`config.mk`:
```
export PLATFORM = sky130hd
export DESIGN_NAME = lbfv_coef
export DESIGN_NICKNAME = d
export VERILOG_FILES = /design/src/sv/lbfv_pkg.sv /design/src/sv/lbfv_coef.sv
export SDC_FILE = /design/constraint.sdc
export NUM_CORES = 2
export LEC_CHECK = 0
export BUFFER_PORTS_ARGS = -buffer_cell sky130_fd_sc_hd__buf_4
export CAP_MARGIN = 15
export CORE_MARGIN = 2
export CORE_UTILIZATION = 30
export DETAILED_ROUTE_END_ITERATION = 8
export GPL_TIMING_DRIVEN = 1
export SLEW_MARGIN = 20
export SYNTH_ARGS = -nofsm -noshare
export SYNTH_HDL_FRONTEND = slang
export SYNTH_SLANG_ARGS = --single-unit
```
`constraint.sdc`:
```
create_clock -name clk -period 30.5 [get_ports clk]
set_input_delay 3.05 -clock clk [delete_from_list [all_inputs] [get_ports clk]]
set_output_delay 3.05 -clock clk [all_outputs]
set_load 0.02 [all_outputs]
```
`src/sv/lbfv_pkg.sv`:
```
`timescale 1ns / 1ps
// ----------------------------------------------------------------------------
// lbfv_pkg: shared types and constants of the four-vector Lorentz boost
// Fixed-point formats, register codes and the coefficient bundle.
// ----------------------------------------------------------------------------
package lbfv_pkg;

	localparam int CW = 32;      // coordinate width, Q16.16
	localparam int BW = 16;      // beta register width
	localparam int BF = 15;      // beta fraction bits
	localparam int GF = 32;      // gamma / k fraction bits
	localparam int GW = 48;      // gamma / k storage width (gamma <= 2^47)

	typedef logic [1:0]          cfg_idx_t;
	typedef logic [BW-1:0]       cfg_data_t;
	typedef logic signed [BW-1:0] beta_t;
	typedef logic signed [CW-1:0] coord_t;

	localparam cfg_idx_t CFG_BETA_X = 2'd0;
	localparam cfg_idx_t CFG_BETA_Y = 2'd1;
	localparam cfg_idx_t CFG_BETA_Z = 2'd2;

	typedef enum logic [2:0] {
		CS_IDLE,
		CS_SUMSQ,
		CS_SQRT,
		CS_DIVG,
		CS_DIVK
	} coef_state_t;

	typedef struct packed {
		logic [GW-1:0] gam;
		logic [GW-1:0] kfac;
		logic          bad;
		beta_t         bx;
		beta_t         by;
		beta_t         bz;
	} coef_t;

endpackage

```
`src/sv/lbfv_coef.sv`:
```
`timescale 1ns / 1ps
// ----------------------------------------------------------------------------
// lbfv_coef: beta registers and gamma / k coefficient sequencer
// Sum of squares, bit-pair square root, then two restoring divisions.
// ----------------------------------------------------------------------------
module lbfv_coef (
	input  logic                clk,
	input  logic                arst_n,
	input  logic                cfg_we,
	input  lbfv_pkg::cfg_idx_t  cfg_index,
	input  lbfv_pkg::cfg_data_t cfg_wdata,
	output lbfv_pkg::coef_t     coef,
	output logic                busy
);
	import lbfv_pkg::*;

	localparam logic [32:0] B2_ONE = 33'(1) << (2 * BF);

	beta_t       beta_q [3];
	coef_state_t state_q, state_d;
	logic [5:0]  cnt_q, cnt_d;
	logic [63:0] n_q, res_q, bit_q, rem_q, quo_q, div_q;
	logic [GW-1:0] gam_q, k_q;
	logic        bad_q;

	logic signed [31:0] sq [3];
	logic [32:0] b2;
	logic [32:0] d_w;
	logic [63:0] sq_sum, res_nx, n_nx, root;
	logic        sq_take;
	logic [64:0] remsh;
	logic        ge;
	logic [63:0] rem_nx, quo_nx, qk;

	always_ff @(posedge clk or negedge arst_n) begin
		if (!arst_n) begin
			beta_q[0] <= '0;
			beta_q[1] <= '0;
			beta_q[2] <= '0;
		end else if (cfg_we) begin
			case (cfg_index)
				CFG_BETA_X: beta_q[0] <= beta_t'(cfg_wdata);
				CFG_BETA_Y: beta_q[1] <= beta_t'(cfg_wdata);
				CFG_BETA_Z: beta_q[2] <= beta_t'(cfg_wdata);
				default: ;
			endcase
		end
	end

	// arithmetic of one step
	always_comb begin
		for (int i = 0; i < 3; i++)
			sq[i] = 32'(beta_q[i]) * 32'(beta_q[i]);
		b2 = 33'($unsigned(sq[0])) + 33'($unsigned(sq[1])) + 33'($unsigned(sq[2]));
		d_w = B2_ONE - b2;
		sq_sum = res_q + bit_q;
		sq_take = n_q >= sq_sum;
		res_nx = sq_take ? (res_q >> 1) + bit_q : res_q >> 1;
		n_nx = sq_take ? n_q - sq_sum : n_q;
		root = (res_nx == '0) ? 64'd1 : res_nx;
		remsh = {rem_q, quo_q[63]};
		ge = remsh >= {1'b0, div_q};
		rem_nx = ge ? 64'(remsh - {1'b0, div_q}) : remsh[63:0];
		quo_nx = {quo_q[62:0], ge};
		qk = quo_nx + ((rem_nx == div_q - 64'd1) ? 64'd1 : 64'd0);
	end

	always_comb begin
		state_d = state_q;
		cnt_d = cnt_q;
		case (state_q)
			CS_IDLE: ;
			CS_SUMSQ: state_d = (b2 >= B2_ONE) ? CS_IDLE : CS_SQRT;
			CS_SQRT: begin
				if (bit_q[0]) begin
					state_d = CS_DIVG;
					cnt_d = '1;
				end
			end
			CS_DIVG: begin
				cnt_d = cnt_q - 6'd1;
				if (cnt_q == '0) begin
					state_d = CS_DIVK;
					cnt_d = '1;
				end
			end
			CS_DIVK: begin
				cnt_d = cnt_q - 6'd1;
				if (cnt_q == '0)
					state_d = CS_IDLE;
			end
			default: state_d = CS_IDLE;
		endcase
		if (cfg_we)
			state_d = CS_SUMSQ;
	end

	always_comb begin
		busy = (state_q != CS_IDLE);
		coef.gam = gam_q;
		coef.kfac = k_q;
		coef.bad = bad_q;
		coef.bx = beta_q[0];
		coef.by = beta_q[1];
		coef.bz = beta_q[2];
	end

	always_ff @(posedge clk or negedge arst_n) begin
		if (!arst_n) begin
			state_q <= CS_SUMSQ;
			cnt_q <= '0;
		end else begin
			state_q <= state_d;
			cnt_q <= cnt_d;
		end
	end

	always_ff @(posedge clk) begin
		case (state_q)
			CS_SUMSQ: begin
				bad_q <= (b2 >= B2_ONE);
				n_q <= {d_w[31:0], 32'd0};
				res_q <= '0;
				bit_q <= 64'(1) << 62;
			end
			CS_SQRT: begin
				n_q <= n_nx;
				res_q <= res_nx;
				bit_q <= bit_q >> 2;
				if (bit_q[0]) begin
					div_q <= root;
					quo_q <= (64'(1) << 63) + (root >> 1);
					rem_q <= '0;
				end
			end
			CS_DIVG: begin
				if (cnt_q == '0) begin
					gam_q <= quo_nx[GW-1:0];
					div_q <= quo_nx + (64'(1) << GF);
					quo_q <= '1;
					rem_q <= '0;
				end else begin
					rem_q <= rem_nx;
					quo_q <= quo_nx;
				end
			end
			CS_DIVK: begin
				rem_q <= rem_nx;
				quo_q <= quo_nx;
				if (cnt_q == '0)
					k_q <= gam_q - (GW'(1) << GF) + qk[GW-1:0];
			end
			default: ;
		endcase
	end

endmodule

```
### Word level (Yosys, flattened, before mapping)

Index checks and enable logic that the tools add are counted.

| word-level totals | value |
|---|---|
| bits in registers | 538 |
| output and inout port bits | 146 |
| bits of input ports | 21 |

| operators by class | value |
|---|---|
| $add $sub $neg | 14 |
| mux-type cells | 26 |
| eq/ne operators | 14 |
| magnitude comparators | 3 |
| multiply operators | 3 |
| reductions and logical operators | 17 |

Operators with widths:

| cell | count |
|---|---|
| two-way mux 64 bit | 10 |
| case mux 64 bit (2 select lines) | 4 |
| case mux 64 bit (3 select lines) | 2 |
| subtractor 64 bit | 2 |
| multiplier 16 x 16 -> 32 bit | 3 |
| >= comparator 65 x 64 -> 1 bit | 1 |
| adder 63 x 64 -> 64 bit | 1 |
| adder 64 x 33 -> 64 bit (second input constant) | 1 |
| adder 64 x 63 -> 64 bit (first input constant) | 1 |
| adder 64 bit | 1 |
| equality test 64 bit | 1 |
| >= comparator 64 bit | 1 |
| logical NOT 64 bit | 1 |
| subtractor 64 x 1 -> 64 bit (second input constant) | 1 |
| adder 48 x 1 -> 48 bit | 1 |
| adder 48 bit | 1 |
| subtractor 48 x 33 -> 48 bit (second input constant) | 1 |
| adder 32 x 32 -> 33 bit | 1 |
| adder 33 x 32 -> 33 bit | 1 |
| >= comparator 33 x 31 -> 1 bit (second input constant) | 1 |
| subtractor 31 x 32 -> 32 bit (first input constant) | 1 |
| case mux 6 bit (3 select lines) | 1 |
| case mux 3 bit (5 select lines) | 1 |
| AND reduction 2 bit | 7 |
| 19 further kinds | 31 |

### Longest topological paths before layout

| depth | value |
|---|---|
| word-level depth | 8 |
| depth in mapped cells | 42 |
| mapped depth without buffers | 41 |

### Worst setup path after synthesis

OpenSTA, ideal clock, no wires.

| timing | value |
|---|---|
| path type | register to register |
| start | register res_q[2] |
| end | register n_q[0], enable pin |
| setup slack | 19.960 ns |
| period minus slack after synthesis | 10.540 ns |
| cell stages (with the launch flop) | 27 |
| required time | 29.925 ns |
| arrival | 9.966 ns |
| buffers on the path | 3 |
| library setup time | 0.575 ns |
| path through | edfxtp_1 -> ha_1 -> nand3_1 -> a211oi_1 -> a211o_1 -> nor4b_1 -> o211ai_1 -> a211oi_1 -> nor4_1 -> o31a_1 -> o21ai_0 -> a21o_1 -> a21oi_1 -> o21bai_1 -> a31oi_1 -> nor2_1 -> o31ai_1 -> ha_1 -> nand4_1 -> nor2_1 -> nand3_1 -> a211oi_1 -> nor2_1 -> clkbuf_1 -> buf_1 -> buf_1 -> o21ai_0 |

| on the way | value |
|---|---|
| cells in the longest elaborated chain, start to end | 4 |

RTL lines:

| element | line | source |
|---|---|---|
| start, declared | lbfv_coef.sv:22 | `logic [63:0] n_q, res_q, bit_q, rem_q, quo_q, div_q;` |
| start signal, assigned | lbfv_coef.sv:128 | `res_q <= res_nx;` |
| adder 64 bit | lbfv_coef.sv:56 | `sq_sum = res_q + bit_q;` |
| >= comparator 64 bit | lbfv_coef.sv:57 | `sq_take = n_q >= sq_sum;` |
| != test 2 bit (no line) | -- |  |
| AND reduction 2 bit (no line) | -- |  |
| end signal, assigned | lbfv_coef.sv:122 | `n_q <= {d_w[31:0], 32'd0};` |
| end signal, assigned | lbfv_coef.sv:127 | `n_q <= n_nx;` |
| end, declared | lbfv_coef.sv:22 |  |

Every way passes these cells.
A chain may end at the register's enable or synchronous reset.

### Final worst setup path

| timing | value |
|---|---|
| start | register beta_q, in the netlist coef[15] |
| end | register state_q[1] |

| on the way | value |
|---|---|
| cells in the longest elaborated chain, start to end | 6 |

RTL lines:

| element | line | source |
|---|---|---|
| start, declared | lbfv_coef.sv:19 | `beta_t beta_q [3];` |
| multiplier 16 x 16 -> 32 bit | lbfv_coef.sv:53 | `sq[i] = 32'(beta_q[i]) * 32'(beta_q[i]);` |
| adder 33 x 32 -> 33 bit | lbfv_coef.sv:54 | `b2 = 33'($unsigned(sq[0])) + 33'($unsigned(sq[1])) + 33'($unsigned(sq[2]));` |
| >= comparator 33 x 31 -> 1 bit | lbfv_coef.sv:73 | `CS_SUMSQ: state_d = (b2 >= B2_ONE) ? CS_IDLE : CS_SQRT;` |
| two-way mux 2 bit | lbfv_coef.sv:73 |  |
| case mux 3 bit (5 select lines) | lbfv_coef.sv:71 | `case (state_q)` |
| two-way mux 3 bit | lbfv_coef.sv:94 | `if (cfg_we)` |
| end signal, assigned | lbfv_coef.sv:113 | `state_q <= state_d;` |
| end, declared | lbfv_coef.sv:20 | `coef_state_t state_q, state_d;` |

Every way passes these cells.

==> results by group <==
Run status
  – Status: finished, final reports clean

Yosys
  – Post-Synth XOR/XNOR Area: 7.918%
  – Cell area after synthesis: a little under 70000 µm²
  – Post-synthesis simple-gate area fraction: approximately 14%
  – Adder-Cell Fraction of Synth Area: about a third
  – Cell variety after synth: 106
  – Synth warn: 0
  – Synth async-reset ratio: 11.26%
  – Post-synth EDFFs: ~450
  – Syn Nets: 8704
  – Largest family of logic cells by synthesized area: adder cells
  – Gate Count Post-Synth: about 7400
  – Post-synthesis mux area share: 1.426%
  – Most used DFF post-synth: edfxtp_1
  – Post-synthesis sequential area ratio: 22.18%
  – Avg Inst Size Synth: approximately 9.1 µm²
  – Compound-Gate Fraction of Synth Area: between 10% and 20%
  – FF+latch count, synth: between 500 and 600

STA
  – Final hold vios: 0
  – Fin Setup TNS: 0 ns
  – Skew final: around 0.059 ns
  – Final setup viols: 0
  – Final cycle utilization of the critical path: a little over a third
  – Minimum clock period: ~11 ns
  – Worst rel slew slack: between 20% and 30%
  – RSZ-0062 raised after global routing: false
  – Max Clk Rate: 92.13 MHz
  – Slew @ Worst Pin: roughly 1.1 ns
  – Final count of pins violating max slew: 0

Hold path
  – Hold path endpoint: gam_q[40]
  – Worst Hold Path Cells: 0
  – Worst Hold Class: reg -> reg
  – Worst hold start: quo_q[39]

Floorplan
  – Core Box Area: 222500 µm²
  – I/O Pins: 167
  – Die Y: 477.4 µm
  – Row Count: around 170
  – Initial core utilization: between 30 and 40%
  – Die X-Extent: approximately 480 µm
  – Die area: between 200000 and 250000 µm²

Setup path
  – R2R setup slack: between 15 and 20 ns
  – Kind of critical path: reg -> reg
  – Critical R2R Capture: state_q[1]
  – Slowest-stage cell, CP: dfrtp_1
  – Setup crit end kind: register
  – RR Startpoint: coef[15]
  – Worst EP required: 31.08 ns
  – Max stage delay on crit path: about 0.96 ns
  – Worst Path Arrival: between 10 and 15 ns
  – Worst reg2reg path depth: 32
  – Startpoint Class: register
  – CP Max Fanout: 26

Clock tree
  – TritonCTS Sinks: 506
  – Worst-case clock buffer depth: 3
  – Post-CTS Setup Bufs: 0
  – H-Tree Depth: 3
  – Clock-pin slew on the worst setup and hold paths: roughly 0.06 ns
  – CTS buffer count: 66
  – Root buffer cell: clkbuf_16
  – CTS tree: yes
  – # resized after CTS: 0
  – Latest clock arrival within the worst-skew pair: 0.71 ns
  – CTS Hold Buffers Added: 0

GRT
  – Largest net degree at the start of global routing: between 70 and 80
  – Global-route wire length before repair: ~300000 µm
  – Antenna violations before repair: 4
  – Remaining global-route overflow: 0
  – Overall global routing resource usage: around 17%
  – Number of global-route vias before repair: ~53000

Route
  – Via count: between 50000 and 60000
  – Antenna Nets Post-Route: 0
  – WL/cell: around 18 µm
  – DRC violations left: 0
  – 1st-iter DRT viols: between 4000 and 5000
  – Total wire length: ~190000 µm
  – Via density: 5.025
  – DRT Pass-1 Iters: 6

Finish
  – Fraction of layout cells with a size suffix above 1: under 10%
  – Net count, final: 8772
  – Commonest non-fill, non-tap cell in the layout: inv_1
  – Reg area: roughly 15000 µm²
  – Multi-input gate area: 46830 µm²
  – Fill cells: roughly 23000
  – Commonest cells after routing, fill and taps aside: inv_1, fa_1, nand2_1, nor2_1, ha_1
  – Area growth, synth to finish: 10.12%

Job
  – Max-Cap Viols: 0

Placement
  – HPWL after detailed placement: between 150000 and 200000 µm
  – Port bufs: 166
  – RD Place Congestion: roughly 0.95
[logic make-up (layout without fill, tap and decap cells)]
logic type,Yosys count,in the layout
fa+ha+maj,1329,1329
buf+inv,1468,1585
other cells,0,2
mux,90,90
compound gates,1332,1332
flops,506,506
simple gates,2023,2023
xor+xnor,606,606
[metrics by stage]
stage / worst slack (ns) / cells / hold WS [ns] / util, % / cell area (µm²)
CTS: 19.66 / 10450 / 0.5077 / 33.26 / 74020
global route: 18.86 / 10450 / 0.5268 / 33.27 / 74020
finish: 19.65 / 10450 / 0.5153 / 33.27 / 74030
detailed placement: 19.69 / 10330 / 0.4974 / 32.26 / 71780
global placement: 19.91 / 10330 / 0.4824 / 32.25 / 71760
floorplan: 19.96 / 7354 / 0.4543 / - / 67220
[area by class of cell]
cell class | count | share of cell area (%)
inverter | 1257 | 6.377
clock inverter | 40 | 0.7403
antenna | 2 | 0.006761
multi-input combinational | 5380 | 63.26
timing repair buffer | 211 | 2.155
tap | 2975 | 5.028
clock buffer | 77 | 2.287
sequential | 506 | 20.14
[synth_stat cells (all sizes together), types with 113 or more instances]
master     n  area share, %
o21ai    252            1.9
nor2     590            3.3
ha       585             11
xnor2    394            5.2
inv     1255            7.0
nand3    113           0.84
a21o     179            2.0
nand2    600            3.4
fa       744             22
edfxtp   449             20
clkbuf   200            1.2
xor2     212            2.8
and2     187            1.7
a21oi    432            3.2
[critical path, delay by kind of cell (launching register included)]
| kind | cells | cell delay (ns) |
|---|---|---|
| flops | 1 | 0.96 |
| fa+ha+maj | 9 | 3.71 |
| xor+xnor | 3 | 0.85 |
| compound gates | 11 | 3.20 |
| simple gates | 3 | 1.26 |
| buf+inv | 6 | 0.80 |
[state kept, by name (all words and copies together), names as in the netlist]
| signal | count |
|---|---|
| state_q | 3 |
| k_q | 48 |
| res_q | 64 |
| n_q | 64 |
| coef | 48 |
| cnt_q | 6 |
| gam_q | 48 |
| bad_q | 1 |
| rem_q | 64 |
| div_q | 64 |
| bit_q | 32 |
| quo_q | 64 |
[routing by layer]
layer  vias to the layer above  track usage (%)  part of all wire, %  wire length (µm)
li1                      24590                -                    -                 -
met1                     25910            23.32                   45             87000
met2                      1731            26.75                   45             86830
met3                       268            2.304                  6.5             12550
met4                         0            4.938                  3.2              6111
met5                         -                0                    0                 0
[how the worst max path moves through the flow]
| stage | start | endpoint | depth (start not counted) |
|---|---|---|---|
| after floorplan | res_q[2] | n_q[0] | 26 |
| after global placement | coef[15] | state_q[1] | 32 |
| after detailed placement | coef[15] | state_q[1] | 32 |
| after CTS | coef[15] | state_q[1] | 32 |
| after global routing | coef[15] | state_q[1] | 32 |
| final | coef[15] | state_q[1] | 32 |
Power is not shown: default switching activity piles up to over one toggle a cycle in this logic, so the estimate is an artifact.
